File: config.mk
export PLATFORM = sky130hd
export DESIGN_NAME = binary_apdu_to_tag_frame_unit
export DESIGN_NICKNAME = d
export VERILOG_FILES = /design/src/rtl/batf_pkg.sv /design/src/rtl/batf_front.sv /design/src/rtl/batf_fifo.sv /design/src/rtl/batf_back.sv /design/src/rtl/binary_apdu_to_tag_frame_unit.sv
export SDC_FILE = /design/constraint.sdc
export NUM_CORES = 1
export LEC_CHECK = 0
export ABC_AREA = 1
export BUFFER_PORTS_ARGS = -buffer_cell sky130_fd_sc_hd__buf_4
export CAP_MARGIN = 0
export CORE_ASPECT_RATIO = 0.8
export CORE_MARGIN = 4
export CORE_UTILIZATION = 30
export DETAILED_ROUTE_END_ITERATION = 8
export GPL_ROUTABILITY_DRIVEN = 0
export SYNTH_ARGS = -nofsm -noshare
export SYNTH_HDL_FRONTEND = slang
export SYNTH_SLANG_ARGS = --single-unit
File: constraint.sdc
create_clock -name clk -period 8.1 [get_ports clk]
set_input_delay 1.62 -clock clk [delete_from_list [all_inputs] [get_ports clk]]
set_output_delay 1.62 -clock clk [all_outputs]
set_load 0.02 [all_outputs]
File: src/rtl/batf_pkg.sv
// ----------------------------------------------------------------------------
// batf_pkg
// Shared types and constants for the read/update command to tag frame encoder.
// ----------------------------------------------------------------------------
package batf_pkg;

  localparam int UID_MAX_BYTES = 10;
  localparam int UID_BITS      = 8 * UID_MAX_BYTES;

  // result status codes
  localparam logic [1:0] ST_OK      = 2'd0;
  localparam logic [1:0] ST_INVALID = 2'd1;
  localparam logic [1:0] ST_P1P2    = 2'd2;
  localparam logic [1:0] ST_LENGTH  = 2'd3;

  // opcode slots in the opcode table register
  localparam logic [2:0] OP_READALL = 3'd0;
  localparam logic [2:0] OP_READID  = 3'd1;
  localparam logic [2:0] OP_READ    = 3'd2;
  localparam logic [2:0] OP_READ8   = 3'd3;
  localparam logic [2:0] OP_RSEG    = 3'd4;
  localparam logic [2:0] OP_WRITEE  = 3'd5;
  localparam logic [2:0] OP_WRITEE8 = 3'd6;

  // length byte codes
  localparam logic [7:0] LEN_ALL  = 8'h00;
  localparam logic [7:0] LEN_ONE  = 8'h01;
  localparam logic [7:0] LEN_ID   = 8'h06;
  localparam logic [7:0] LEN_EGHT = 8'h08;
  localparam logic [7:0] LEN_SEG  = 8'h80;

  // parameter range limits
  localparam logic [7:0] P1_BLOCK_MAX = 8'h0f;
  localparam logic [7:0] P2_BYTE_MAX  = 8'h07;
  localparam logic [7:0] P2_SEG_MAX   = 8'h03;

  // command codes
  localparam logic CMD_READ   = 1'b0;
  localparam logic CMD_UPDATE = 1'b1;

  // configuration register indexes
  localparam logic [2:0] REG_UID_LOW  = 3'd0;
  localparam logic [2:0] REG_UID_HIGH = 3'd1;
  localparam logic [2:0] REG_UID_LEN  = 3'd2;
  localparam logic [2:0] REG_MIN_HDR  = 3'd3;
  localparam logic [2:0] REG_OPCODES  = 3'd4;

  // classified request handed from the front to the back
  typedef struct packed {
    logic        err;
    logic [1:0]  status;
    logic [7:0]  opcode;
    logic [7:0]  addr;
    logic        body_data;
    logic [3:0]  nbody;
    logic [3:0]  nuid;
    logic [4:0]  total;
    logic [63:0] data;
  } frame_desc_t;

  typedef enum logic {
    BK_IDLE,
    BK_EMIT
  } back_state_t;

endpackage

File: src/rtl/batf_front.sv
// ----------------------------------------------------------------------------
// batf_front
// Checks one command header and reduces it to a frame descriptor.
// ----------------------------------------------------------------------------
module batf_front (
  input  logic                  in_cmd,
  input  logic [7:0]            in_p1,
  input  logic [7:0]            in_p2,
  input  logic [7:0]            in_len_byte,
  input  logic [63:0]           in_data_bytes,
  input  logic [8:0]            in_apdu_length,
  input  logic [7:0]            in_out_capacity,
  input  logic [3:0]            uid_length,
  input  logic [3:0]            min_header_length,
  input  logic [55:0]           opcode_table,
  output batf_pkg::frame_desc_t desc
);

  logic       known;
  logic       ok;
  logic [2:0] op_sel;
  logic [3:0] nbody;
  logic       body_data;
  logic       with_uid;
  logic [7:0] addr;
  logic [3:0] ulen;
  logic [3:0] nuid;
  logic [4:0] total;

  always_comb begin
    known     = 1'b1;
    ok        = 1'b0;
    op_sel    = batf_pkg::OP_READALL;
    nbody     = 4'd1;
    body_data = 1'b0;
    with_uid  = 1'b1;
    addr      = 8'h00;
    if (in_cmd == batf_pkg::CMD_READ) begin
      case (in_len_byte)
        batf_pkg::LEN_ALL: begin
          ok     = (in_p1 == 8'h00) && (in_p2 == 8'h00);
          op_sel = batf_pkg::OP_READALL;
        end
        batf_pkg::LEN_ID: begin
          // opcode then six zeros, the address slot counts as the first zero
          ok       = (in_p1 == 8'h00) && (in_p2 == 8'h00);
          op_sel   = batf_pkg::OP_READID;
          nbody    = 4'd5;
          with_uid = 1'b0;
        end
        batf_pkg::LEN_ONE: begin
          ok     = (in_p1 <= batf_pkg::P1_BLOCK_MAX) && (in_p2 <= batf_pkg::P2_BYTE_MAX);
          op_sel = batf_pkg::OP_READ;
          addr   = {in_p1[4:0], 3'b000} | in_p2;
        end
        batf_pkg::LEN_EGHT: begin
          ok     = (in_p2 == 8'h00);
          op_sel = batf_pkg::OP_READ8;
          addr   = in_p1;
          nbody  = 4'd8;
        end
        batf_pkg::LEN_SEG: begin
          ok     = (in_p1 == 8'h00) && (in_p2 <= batf_pkg::P2_SEG_MAX);
          op_sel = batf_pkg::OP_RSEG;
          addr   = {in_p2[3:0], 4'b0000};
          nbody  = 4'd8;
        end
        default: begin
          known = 1'b0;
        end
      endcase
    end else begin
      case (in_len_byte)
        batf_pkg::LEN_ONE: begin
          ok        = (in_p1 <= batf_pkg::P1_BLOCK_MAX) && (in_p2 <= batf_pkg::P2_BYTE_MAX);
          op_sel    = batf_pkg::OP_WRITEE;
          addr      = {in_p1[4:0], 3'b000} | in_p2;
          body_data = 1'b1;
        end
        batf_pkg::LEN_EGHT: begin
          ok        = (in_p2 == 8'h00);
          op_sel    = batf_pkg::OP_WRITEE8;
          addr      = in_p1;
          nbody     = 4'd8;
          body_data = 1'b1;
        end
        default: begin
          known = 1'b0;
        end
      endcase
    end
  end

  assign ulen  = (uid_length > 4'(batf_pkg::UID_MAX_BYTES)) ?
                 4'(batf_pkg::UID_MAX_BYTES) : uid_length;
  assign nuid  = with_uid ? ulen : 4'd0;
  assign total = 5'd2 + {1'b0, nbody} + {1'b0, nuid};

  always_comb begin
    desc           = '0;
    desc.opcode    = opcode_table[{op_sel, 3'b000} +: 8];
    desc.addr      = addr;
    desc.body_data = body_data;
    desc.nbody     = nbody;
    desc.nuid      = nuid;
    desc.total     = total;
    desc.data      = in_data_bytes;
    desc.status    = batf_pkg::ST_OK;
    // checks in priority order, first failure wins
    if (in_apdu_length < {5'd0, min_header_length}) begin
      desc.err    = 1'b1;
      desc.status = batf_pkg::ST_INVALID;
    end else if (!known) begin
      desc.err    = 1'b1;
      desc.status = batf_pkg::ST_LENGTH;
    end else if (!ok) begin
      desc.err    = 1'b1;
      desc.status = batf_pkg::ST_P1P2;
    end else if (in_out_capacity < {3'd0, total}) begin
      desc.err    = 1'b1;
      desc.status = batf_pkg::ST_INVALID;
    end
  end

endmodule

File: src/rtl/batf_fifo.sv
// ----------------------------------------------------------------------------
// batf_fifo
// Two-entry request queue between the header checker and the frame sequencer.
// ----------------------------------------------------------------------------
module batf_fifo (
  input  logic                  clk,
  input  logic                  rst_n,
  input  logic                  push,
  input  batf_pkg::frame_desc_t push_desc,
  input  logic                  pop,
  output batf_pkg::frame_desc_t pop_desc,
  output logic                  full,
  output logic                  empty
);

  batf_pkg::frame_desc_t entry_r [2];
  logic       wr_ptr_r, wr_ptr_nxt;
  logic       rd_ptr_r, rd_ptr_nxt;
  logic [1:0] count_r, count_nxt;

  assign full     = (count_r == 2'd2);
  assign empty    = (count_r == 2'd0);
  assign pop_desc = entry_r[rd_ptr_r];

  always_comb begin
    wr_ptr_nxt = wr_ptr_r ^ push;
    rd_ptr_nxt = rd_ptr_r ^ pop;
    count_nxt  = count_r + {1'b0, push} - {1'b0, pop};
  end

  always_ff @(posedge clk) begin
    if (!rst_n) begin
      wr_ptr_r <= 1'b0;
      rd_ptr_r <= 1'b0;
      count_r  <= 2'd0;
    end else begin
      wr_ptr_r <= wr_ptr_nxt;
      rd_ptr_r <= rd_ptr_nxt;
      count_r  <= count_nxt;
    end
  end

  always_ff @(posedge clk) begin
    if (push) begin
      entry_r[wr_ptr_r] <= push_desc;
    end
  end

endmodule

File: src/rtl/batf_back.sv
// ----------------------------------------------------------------------------
// batf_back
// Frame sequencer: walks one descriptor and sends the frame a byte per cycle.
// ----------------------------------------------------------------------------
module batf_back (
  input  logic                          clk,
  input  logic                          rst_n,
  input  logic                          q_empty,
  input  batf_pkg::frame_desc_t         q_desc,
  output logic                          q_pop,
  input  logic [batf_pkg::UID_BITS-1:0] uid,
  output logic                          out_strobe,
  output logic [7:0]                    out_byte,
  output logic                          out_byte_valid,
  output logic                          out_last,
  output logic [1:0]                    out_status
);

  batf_pkg::back_state_t state_r, state_nxt;
  batf_pkg::frame_desc_t cur_r, cur_nxt;
  logic [4:0]   idx_r, idx_nxt;
  logic         strobe_r, strobe_nxt;
  logic [7:0]   byte_r, byte_nxt;
  logic         valid_r, valid_nxt;
  logic         last_r, last_nxt;
  logic [1:0]   status_r, status_nxt;

  logic [4:0]   rel;
  logic [4:0]   uidx;
  logic [127:0] uid_ext;
  logic [7:0]   frame_byte;
  logic         at_end;

  assign uid_ext = {(128 - batf_pkg::UID_BITS)'(0), uid};
  assign rel     = idx_r - 5'd2;
  assign uidx    = rel - {1'b0, cur_r.nbody};
  assign at_end  = (idx_r == cur_r.total - 5'd1);

  always_comb begin
    if (idx_r == 5'd0) begin
      frame_byte = cur_r.opcode;
    end else if (idx_r == 5'd1) begin
      frame_byte = cur_r.addr;
    end else if (rel < {1'b0, cur_r.nbody}) begin
      frame_byte = cur_r.body_data ? cur_r.data[{rel[2:0], 3'b000} +: 8] : 8'h00;
    end else begin
      frame_byte = uid_ext[{uidx[3:0], 3'b000} +: 8];
    end
  end

  always_comb begin
    state_nxt  = state_r;
    cur_nxt    = cur_r;
    idx_nxt    = idx_r;
    q_pop      = 1'b0;
    strobe_nxt = 1'b0;
    byte_nxt   = byte_r;
    valid_nxt  = valid_r;
    last_nxt   = last_r;
    status_nxt = status_r;
    case (state_r)
      batf_pkg::BK_IDLE: begin
        if (!q_empty) begin
          q_pop     = 1'b1;
          cur_nxt   = q_desc;
          idx_nxt   = 5'd0;
          state_nxt = batf_pkg::BK_EMIT;
        end
      end
      batf_pkg::BK_EMIT: begin
        strobe_nxt = 1'b1;
        status_nxt = cur_r.status;
        if (cur_r.err) begin
          byte_nxt  = 8'h00;
          valid_nxt = 1'b0;
          last_nxt  = 1'b1;
          state_nxt = batf_pkg::BK_IDLE;
        end else begin
          byte_nxt  = frame_byte;
          valid_nxt = 1'b1;
          last_nxt  = at_end;
          idx_nxt   = idx_r + 5'd1;
          if (at_end) begin
            state_nxt = batf_pkg::BK_IDLE;
          end
        end
      end
      default: begin
        state_nxt = batf_pkg::BK_IDLE;
      end
    endcase
  end

  always_ff @(posedge clk) begin
    if (!rst_n) begin
      state_r  <= batf_pkg::BK_IDLE;
      strobe_r <= 1'b0;
    end else begin
      state_r  <= state_nxt;
      strobe_r <= strobe_nxt;
    end
  end

  always_ff @(posedge clk) begin
    cur_r    <= cur_nxt;
    idx_r    <= idx_nxt;
    byte_r   <= byte_nxt;
    valid_r  <= valid_nxt;
    last_r   <= last_nxt;
    status_r <= status_nxt;
  end

  assign out_strobe     = strobe_r;
  assign out_byte       = byte_r;
  assign out_byte_valid = valid_r;
  assign out_last       = last_r;
  assign out_status     = status_r;

endmodule

File: src/rtl/binary_apdu_to_tag_frame_unit.sv
// ----------------------------------------------------------------------------
// binary_apdu_to_tag_frame_unit
// Turns read-binary / update-binary command headers into tag command frames.
// ----------------------------------------------------------------------------
// A request is taken when start is high and busy is low. The header check
// runs in the accepting cycle and its descriptor enters a two-entry queue;
// busy is high only while that queue is full. The frame sequencer takes one
// descriptor per frame: it loads it in its idle state, then sends one
// result per cycle; a frame is 3 to 20 bytes, an error a single result.
// Results appear in the cycle after they are formed, each for a single
// cycle with out_strobe high; the receiver must take them as they come.
// Registers sit at byte address 8*i, 64 bits wide.
module binary_apdu_to_tag_frame_unit (
  input  logic        clk,
  input  logic        rst_n,
  // request channel
  input  logic        start,
  output logic        busy,
  input  logic        in_cmd,
  input  logic [7:0]  in_p1,
  input  logic [7:0]  in_p2,
  input  logic [7:0]  in_len_byte,
  input  logic [63:0] in_data_bytes,
  input  logic [8:0]  in_apdu_length,
  input  logic [7:0]  in_out_capacity,
  // result channel
  output logic        out_strobe,
  output logic [7:0]  out_byte,
  output logic        out_byte_valid,
  output logic        out_last,
  output logic [1:0]  out_status,
  // register port
  input  logic        psel,
  input  logic        penable,
  input  logic        pwrite,
  input  logic [5:0]  paddr,
  input  logic [63:0] pwdata,
  output logic [63:0] prdata,
  output logic        pready
);

  logic [63:0] uid_low_r;
  logic [15:0] uid_high_r;
  logic [3:0]  uid_length_r;
  logic [3:0]  min_header_length_r;
  logic [55:0] opcode_table_r;

  logic [2:0]  reg_idx;
  logic        reg_wr;

  batf_pkg::frame_desc_t front_desc;
  batf_pkg::frame_desc_t q_desc;
  logic q_full, q_empty, q_pop, push;

  assign pready  = 1'b1;
  assign reg_idx = paddr[5:3];
  assign reg_wr  = psel && penable && pwrite && pready;

  always_ff @(posedge clk) begin
    if (!rst_n) begin
      uid_low_r           <= 64'd0;
      uid_high_r          <= 16'd0;
      uid_length_r        <= 4'd4;
      min_header_length_r <= 4'd5;
      opcode_table_r      <= 56'h54531002017800;
    end else if (reg_wr) begin
      case (reg_idx)
        batf_pkg::REG_UID_LOW:  uid_low_r           <= pwdata;
        batf_pkg::REG_UID_HIGH: uid_high_r          <= pwdata[15:0];
        batf_pkg::REG_UID_LEN:  uid_length_r        <= pwdata[3:0];
        batf_pkg::REG_MIN_HDR:  min_header_length_r <= pwdata[3:0];
        batf_pkg::REG_OPCODES:  opcode_table_r      <= pwdata[55:0];
        default: begin
        end
      endcase
    end
  end

  always_comb begin
    case (reg_idx)
      batf_pkg::REG_UID_LOW:  prdata = uid_low_r;
      batf_pkg::REG_UID_HIGH: prdata = {48'd0, uid_high_r};
      batf_pkg::REG_UID_LEN:  prdata = {60'd0, uid_length_r};
      batf_pkg::REG_MIN_HDR:  prdata = {60'd0, min_header_length_r};
      batf_pkg::REG_OPCODES:  prdata = {8'd0, opcode_table_r};
      default:                prdata = 64'd0;
    endcase
  end

  assign busy = q_full;
  assign push = start && !q_full;

  batf_front u_front (
    .in_cmd            (in_cmd),
    .in_p1             (in_p1),
    .in_p2             (in_p2),
    .in_len_byte       (in_len_byte),
    .in_data_bytes     (in_data_bytes),
    .in_apdu_length    (in_apdu_length),
    .in_out_capacity   (in_out_capacity),
    .uid_length        (uid_length_r),
    .min_header_length (min_header_length_r),
    .opcode_table      (opcode_table_r),
    .desc              (front_desc)
  );

  batf_fifo u_fifo (
    .clk       (clk),
    .rst_n     (rst_n),
    .push      (push),
    .push_desc (front_desc),
    .pop       (q_pop),
    .pop_desc  (q_desc),
    .full      (q_full),
    .empty     (q_empty)
  );

  batf_back u_back (
    .clk            (clk),
    .rst_n          (rst_n),
    .q_empty        (q_empty),
    .q_desc         (q_desc),
    .q_pop          (q_pop),
    .uid            ({uid_high_r, uid_low_r}),
    .out_strobe     (out_strobe),
    .out_byte       (out_byte),
    .out_byte_valid (out_byte_valid),
    .out_last       (out_last),
    .out_status     (out_status)
  );

endmodule
**Yosys cells after proc, flatten, opt, wreduce, memory -nomap -nowiden**

Memories as Yosys holds them, arrays and structs flattened. A register that Yosys moved wholly into a read port is not among the register bits.
Index checks and enable logic that the tools add are counted.

- Word-level logic and storage cells: 117
- Input port bits: 182
- RAM bits: 194
- Memories: 1
- Register bits: 167

Memories:

| name | depth | width | rd ports | clocked after memory_dff | write ports | line | text |
|---|---|---|---|---|---|---|---|
| u_fifo.entry_r | 2 | 97 | 1 | 1 | 1 | batf_fifo.sv:16 | `batf_pkg::frame_desc_t entry_r [2];` |

- Magnitude comparators: 7
- Add/sub/neg operators: 8
- Shift operators: 3
- Equality and inequality tests: 13
- Reductions and logical operators: 24
- Bitwise operators: 5
- Multiplexer cells: 41

Operator list:

| kind | number |
|---|---|
| 64-bit case mux with 5 select lines | 1 |
| 128-bit by 8-bit indexed part select with 8-bit output | 1 |
| 64-bit by 7-bit indexed part select with 8-bit output | 1 |
| 56-bit by 7-bit indexed part select with 8-bit output | 1 |
| 8-bit two-way mux | 5 |
| 8-bit logical NOT | 3 |
| 8-bit case mux with 3 select lines | 1 |
| 4-bit two-way mux | 4 |
| 8-bit case mux with 2 select lines | 1 |
| 1-bit two-way mux | 15 |
| 3-bit two-way mux | 5 |
| 2-bit AND reduction | 7 |
| 3-bit case mux with 4 select lines | 1 |
| 5-bit two-way mux | 2 |
| 5-bit case mux with 2 select lines | 1 |
| 9-bit by 4-bit less-than comparator with 1-bit output | 1 |
| 8-bit by 1-bit equality test with 1-bit output (second input constant) | 1 |
| 8-bit by 3-bit equality test with 1-bit output (second input constant) | 1 |
| 8-bit by 4-bit equality test with 1-bit output (second input constant) | 1 |
| 8-bit equality test (second input constant) | 1 |
| 8-bit by 2-bit less-or-equal comparator with 1-bit output (second input constant) | 1 |
| 8-bit by 3-bit less-or-equal comparator with 1-bit output (second input constant) | 1 |
| 8-bit by 4-bit less-or-equal comparator with 1-bit output (second input constant) | 1 |
| 8-bit by 5-bit less-than comparator with 1-bit output | 1 |
| 31 further kinds | 43 |

**Logic depth before layout (Yosys ltp)**

Gate-level depths: netlist of run 1.

- Depth in word-level cells: 11
- Gate-level depth with buffers: 19
- Gate-level depth less buffers: 17

**Hierarchy**

A second synthesis of run 1 with hierarchy kept.

- Cell total of the unflattened synthesis: 2506
- Area, all modules: 22467.8 um^2

By module, submodules not included:

| module | cells an instance | area an instance (um^2) | times used |
|---|---|---|---|
| batf_fifo | 331 | 7349.5 | 1 |
| binary_apdu_to_tag_frame_unit | 1088 | 6910.4 | 1 |
| batf_back | 684 | 5943.2 | 1 |
| batf_front | 403 | 2264.7 | 1 |

**Least setup slack after synthesis of run 1**

No wires, ideal clock.

- Path kind: register to register
- Start point: register u_back.state_r
- End point: register u_fifo.count_r[1]
- Arrival: 6.539 ns
- Cell stages (with the launch flop): 8
- Buffers on the path: 0
- Required time: 8.030 ns
- Path slack: 1.491 ns
- Library setup time: 0.070 ns
- Cells stage by stage: dfxtp_1 > a21oi_1 > ha_1 > inv_1 > ha_1 > xor2_1 > o21ai_0 > a21oi_1

- Word-level cells in the longest chain between the ends: 2

Ends and longest elaborated chain:

| what | line | text |
|---|---|---|
| from (decl) | batf_back.sv:19 | `batf_pkg::back_state_t state_r, state_nxt;` |
| from (signal assigned) | batf_back.sv:96 | `state_r <= batf_pkg::BK_IDLE;` |
| from (signal assigned) | batf_back.sv:99 | `state_r <= state_nxt;` |
| 1-bit two-way mux | batf_back.sv:61 | `case (state_r)` |
| 2-bit by 1-bit subtractor with 2-bit output | batf_fifo.sv:28 | `count_nxt = count_r + {1'b0, push} - {1'b0, pop};` |
| to (signal assigned) | batf_fifo.sv:39 | `count_r <= count_nxt;` |
| to (decl) | batf_fifo.sv:19 | `logic [1:0] count_r, count_nxt;` |

Every way passes these cells.
A chain may end at the register's enable or synchronous reset.

**Final worst setup path of run 1**

- Start point: input paddr[4]
- End point: output prdata[1]

- Word-level cells in the longest chain between the ends: 2
- Elaborated cells between the ends (all ways): 6
- Those cells by class: eq/ne (4); mux (1); reduce/logical (1)

Ends and longest elaborated chain:

| what | line | text |
|---|---|---|
| from (decl) | binary_apdu_to_tag_frame_unit.sv:36 | `input logic [5:0] paddr,` |
| 3-bit equality test, or another cell as far along | binary_apdu_to_tag_frame_unit.sv:80 | `case (reg_idx)` |
| 64-bit case mux with 5 select lines * | binary_apdu_to_tag_frame_unit.sv:80 |  |
| to (decl) | binary_apdu_to_tag_frame_unit.sv:38 | `output logic [63:0] prdata,` |

Every way passes the cells marked *; elsewhere a longest branch is shown, timed or not.

==> impl_metrics.json, run 1 <==
{
  "synth.ff_latch_count": 443,
  "synthesis.area_sq_um": 19700,
  "power_mw": 8.09,
  "vdd_drop_max_mv": 0.192,
  "final_area_sq_um": 23900,
  "synth-main-ff-cell": "edfxtp_1",
  "synth.top_cell.area_share_pct": 44.6,
  "mostFrequentLayoutCells": "nand2_1 (662), edfxtp_1 (293), buf_4 (274)",
  "placed_area_sq_um": 22300,
  "cts-root-buf": "clkbuf_16",
  "powerDensity_nw_per_um2": 339,
  "tritoncts": "yes",
  "cts_buffer_depth": 3,
  "layout.nets": 2611,
  "status": "complete, no violations",
  "diodes": 0,
  "drc": 0,
  "core_area_sq_um": 64600,
  "ant_nets": 0,
  "rsz0062_at_grt": "false",
  "cts_hold_buf": 0,
  "dp_hpwl_mm": 40.1,
  "clock.fmax_mhz": 190,
  "antenna_found_initial": 0,
  "async_flop_share_pct": 0,
  "worst_pin_slew_ns": 1.27,
  "worstSetupPathType": "primary input to primary output",
  "synth_top_area_cell": "edfxtp_1",
  "synth_cells": 2196,
  "hp-class": "register to register",
  "grt_pass1_wl_mm": 89.0,
  "power.leakage_nw": 10.1,
  "final_util_pct": 37.0,
  "cp-end-kind": "primary output",
  "period_share_pct": 64.9,
  "min_period_ns": 5.26,
  "die_x_um": 295,
  "crit_required_ns": 6.48,
  "max-slew-margin-rel_pct": 15.3,
  "num_io_pins": 261,
  "clk_latency_ns": 0.60,
  "grt_max_degree": 79,
  "clock_sinks": 443,
  "clkTransAtPathRegs_ns": 0.06,
  "yosysWarnings": 0,
  "synth_area_leaders": "edfxtp_1 (45%), dfxtp_1 (15%), nand2_1 (13%), o21ai_0 (4.3%), inv_1 (4.1%)",
  "wl_mm": 59.1,
  "drv_slew": 0,
  "area_delta_synth_final_pct": 21.2,
  "htree_levels": 2,
  "drt_iter0_drc": 1640,
  "num_rows": 83,
  "viasPerCell": 4.80,
  "grt_overflow": 0,
  "layout_commonest_cell": "nand2_1",
  "fin_tns_setup_ns": 0,
  "dieArea_sq_um": 69900,
  "worstPathArrival_ns": 3.64,
  "routedWlPerCell_um": 17.9,
  "seq_area_frac_synth_pct": 59.9,
  "synth_edf_count": 293,
  "ctsResizeCount": 0,
  "finalSetupViolations": 0,
  "grt_use_total_pct": 16.3,
  "grt_pass1_vias": 15138,
  "fin_skew_ns": 0.0182,
  "port_buffers": 256,
  "syn_nets": 2402,
  "drtPass1Iterations": 6,
  "vias": 15819,
  "worst_setup_path_start_kind": "primary input",
  "postCtsSetupRepairBufs": 0,
  "hold_viol": 0,
  "syn_avg_cell_area_sq_um": 8.98,
  "cp_max_fo": 33,
  "numCtsBuffers": 50,
  "start_util_pct": 30.5,
  "drive_gt1_share_pct": 15.9,
  "max_cap_violations": 0,
  "die_y_um": 237,
  "ys_types": 44
}
## cells in the mapped netlist, drive strengths merged, types with 2 or more instances
library cell,n
nand2,672
edfxtp,293
inv,228
o21ai,187
nor2,154
dfxtp,150
a21oi,136
nand3,133
clkbuf,80
buf,37
ha,24
o22ai,21
o221ai,16
o211ai,11
or2,10
nor3,8
xnor2,6
xor2,6
a221oi,4
nand3b,4
nand4,3
nor4,3
clkinv,2
## worst max-delay path, cell delays in order
cell      delay [ns]
buf_4           0.11
nor2_1          0.05
inv_2           0.08
nor2_4          0.03
buf_4           0.24
inv_2           0.54
o22ai_1         0.18
a221oi_1        0.26
o21ai_0         0.21
buf_4           0.26
## power by group
part           switching (mW)  total (mW)  leakage, nW  internal [mW]
clock                   0.941        2.17        0.770           1.23
sequential              0.176        3.21         3.95           3.04
combinational            1.96        2.71         5.35          0.747
## cells by family after synthesis
| family | synth area share (%) |
|---|---|
| other | 0.0190 |
| buffers and inverters | 7.22 |
| and+or+nand+nor | 20.5 |
| DFF | 59.9 |
| AOI/OAI and AO/OA | 10.3 |
| adders and majority gates | 1.52 |
| xor gates and xnor gates | 0.533 |
## final timing paths
path	from	end	slack [ns]	cells past startpoint
min reg2reg	u_back.cur_r[94]	u_back.out_status[0]	0.42	0
min	u_back.cur_r[94]	u_back.out_status[0]	0.42	0
max	paddr[4]	prdata[1]	2.84	10
max reg2reg	u_back.idx_r[0]	u_back.out_byte[4]	4.50	17
## per-layer routing
metal	track usage (%)	share of wire (%)
met5	0	0
met4	5.94	3.2
met3	2.28	5.8
met2	25.7	46
met1	23.0	45
## stage by stage
| step | hold slack (ns) | worst slack, ns | cells |
|---|---|---|---|
| finish | 0.418 | 2.84 | 3297 |
| global route | 0.435 | 2.72 | 3297 |
| CTS | 0.418 | 2.89 | 3297 |
| detailed placement | 0.405 | 2.89 | 3203 |
| global placement | 0.415 | 2.89 | 3203 |
| floorplan | 0.400 | 1.49 | 2196 |
## sequential cells by signal, indices dropped and copies added (netlist names), 2 cells and up
signal / count
min_header_length_r: 4
opcode_table_r: 56
u_back.cur_r: 92
u_back.idx_r: 5
u_back.out_byte: 8
u_back.out_status: 2
u_fifo.count_r: 2
u_fifo.entry_r: 184
uid_high_r: 16
uid_length_r: 4
uid_low_r: 64
## cell type report
type / count / area [sq um]
inverter: 230 / 868
clock inverter: 30 / 203
clock buffer: 64 / 1360
sequential: 443 / 11800
fill: 6447 / 40700
timing repair buffer: 274 / 2060
multi-input combinational: 1406 / 6530
tap: 850 / 1060
(Power assumes the default switching activity.)
==> inputs of run 2 (changes only) <==
==> constraint.sdc (replaced) <==
create_clock -name clk -period 5.5 [get_ports clk]
set_input_delay 1.1 -clock clk [delete_from_list [all_inputs] [get_ports clk]]
set_output_delay 1.1 -clock clk [all_outputs]
set_load 0.02 [all_outputs]
==> impl_metrics.json, run 2 (same netlist as run 1, synthesis figures left out) <==
{
  "finalSetupViolations": 0,
  "cts-root-buf": "clkbuf_16",
  "worstSetupPathType": "primary input to primary output",
  "r2r_end": "u_back.out_byte[2]",
  "cts_hold_buf": 0,
  "rsz0062_at_grt": "false",
  "timing.hold.ws_ns": 0.423,
  "worst_setup_path_start_kind": "primary input",
  "vias": 15818,
  "drt_iter0_drc": 1333,
  "drc": 0,
  "clkTransAtPathRegs_ns": 0.06,
  "port_buffers": 256,
  "final_util_pct": 37.0,
  "num_rows": 83,
  "worst_pin_slew_ns": 1.30,
  "r2r_slack_ns": 1.72,
  "dpl_worst_slack_ns": 1.44,
  "period_share_pct": 75.5,
  "layout_commonest_cell": "nand2_1",
  "largest_reg_flops": 184,
  "tritoncts": "yes",
  "routedWlPerCell_um": 18.0,
  "endpoint": "prdata[12]",
  "dp_hpwl_mm": 40.7,
  "fin_cells": 3294,
  "crit_start": "paddr[4]",
  "cp-end-kind": "primary output",
  "cp_max_fo": 63,
  "wl_mm": 59.2,
  "grt_use_total_pct": 16.3,
  "ant_nets": 0,
  "status": "complete, no violations",
  "r2r_start": "u_back.idx_r[0]",
  "grt_pass1_wl_mm": 88.8,
  "min_period_ns": 4.15,
  "grt_overflow": 0,
  "multiInputGateArea_sq_um": 6530,
  "setup_slack_ns": 1.35,
  "die_x_um": 295,
  "dieArea_sq_um": 69900,
  "mostFrequentLayoutCells": "nand2_1 (662), edfxtp_1 (293), buf_4 (277)",
  "clock_sinks": 443,
  "drv_slew": 0,
  "viasPerCell": 4.80,
  "layout.nets": 2613,
  "vdd_drop_max_mv": 0.310,
  "placed_cells": 3207,
  "fin_tns_setup_ns": 0,
  "drtPass1Iterations": 6,
  "core_area_sq_um": 64600,
  "regArea_sq_um": 11800,
  "ctsResizeCount": 0,
  "power.leakage_nw": 10.1,
  "fin_skew_ns": 0.0123,
  "start_util_pct": 30.5,
  "crit_required_ns": 4.40,
  "clock.fmax_mhz": 241,
  "grt_pass1_vias": 15120,
  "postCtsSetupRepairBufs": 0,
  "max_cap_violations": 0,
  "max_stage_delay_ns": 0.89,
  "die_y_um": 237,
  "crit_path_top_delay_cell": "inv_2",
  "crit_chain": "buf_4 -> nor2_1 -> inv_2 -> nor2_2 -> inv_2 -> o221ai_1 -> buf_4",
  "top_register": "u_fifo.entry_r",
  "reg.largest.list": "u_fifo.entry_r x184, u_back.cur_r x92, uid_low_r x64",
  "num_io_pins": 261,
  "powerDensity_nw_per_um2": 497,
  "worstPathArrival_ns": 3.05,
  "htree_levels": 2,
  "hold_viol": 0,
  "fillers": 6462,
  "area_delta_synth_final_pct": 21.2,
  "hp-class": "register to register",
  "ff2ff_path_depth": 17,
  "grt_max_degree": 79,
  "cts_buffer_depth": 3,
  "drive_gt1_share_pct": 16.0,
  "numCtsBuffers": 48,
  "max-slew-margin-rel_pct": 13.1,
  "antenna_found_initial": 1,
  "clk_latency_ns": 0.57
}
## run 2: cell types whose count changed in the layout (fill, tap and decap cells not counted), sizes merged
cell    previous run  this run
bufinv             1         2
diode              0         1
buf              274       278
clkinv            27        18
## run 2: metrics by stage
stage / power (mW) / area, sq um
global route: 12.6 / 23900
global placement: 8.76 / 22400
CTS: 12.0 / 23900
detailed placement: 8.82 / 22400
finish: 11.9 / 23900
floorplan: 7.38 / 19700
## run 2: cell type report
type,count,share of cell area (%)
clock buffers,64,5.66
diodes,1,0.0105
inverters,230,3.63
repair buffers,278,8.79
well taps,850,4.45
clock inverters,22,0.723
flip-flops and latches,443,49.4
multi-input cells,1406,27.3
## run 2: report_power, final
group	switching [mW]	internal (mW)	total (mW)
Combinational	2.91	1.11	4.02
Sequential	0.256	4.47	4.73
Clock	1.31	1.82	3.13
## run 2: worst max-delay path: cells and delay by family
family,cells,cell delay (ns)
compound gates,1,0.42
buf+inv,4,1.35
simple gates,2,0.11
## run 2: worst min path at each step
stage / startpoint / endpoint / slack (ns) / cells after the start
3_5_place_dp: u_back.cur_r[95] / u_back.out_status[1] / 0.41 / 0
6_report: u_back.cur_r[95] / u_back.out_status[1] / 0.42 / 0
5_1_grt: u_back.cur_r[94] / u_back.out_status[0] / 0.44 / 0
3_3_place_gp: u_back.cur_r[95] / u_back.out_status[1] / 0.41 / 0
4_1_cts: u_back.cur_r[95] / u_back.out_status[1] / 0.43 / 0
2_1_floorplan: u_back.cur_r[94] / u_back.out_status[0] / 0.40 / 0
## run 2: per-layer routing
layer  global-route usage (%)  wire, um  part of all wire [%]  up-vias
met4                     5.68      1830                   3.1        0
met2                     25.6     27000                    46      561
met5                        0         0                     0        -
met3                     2.54      3790                   6.4      106
met1                     22.8     26600                    45     7485
li1                         -         -                     -     7666
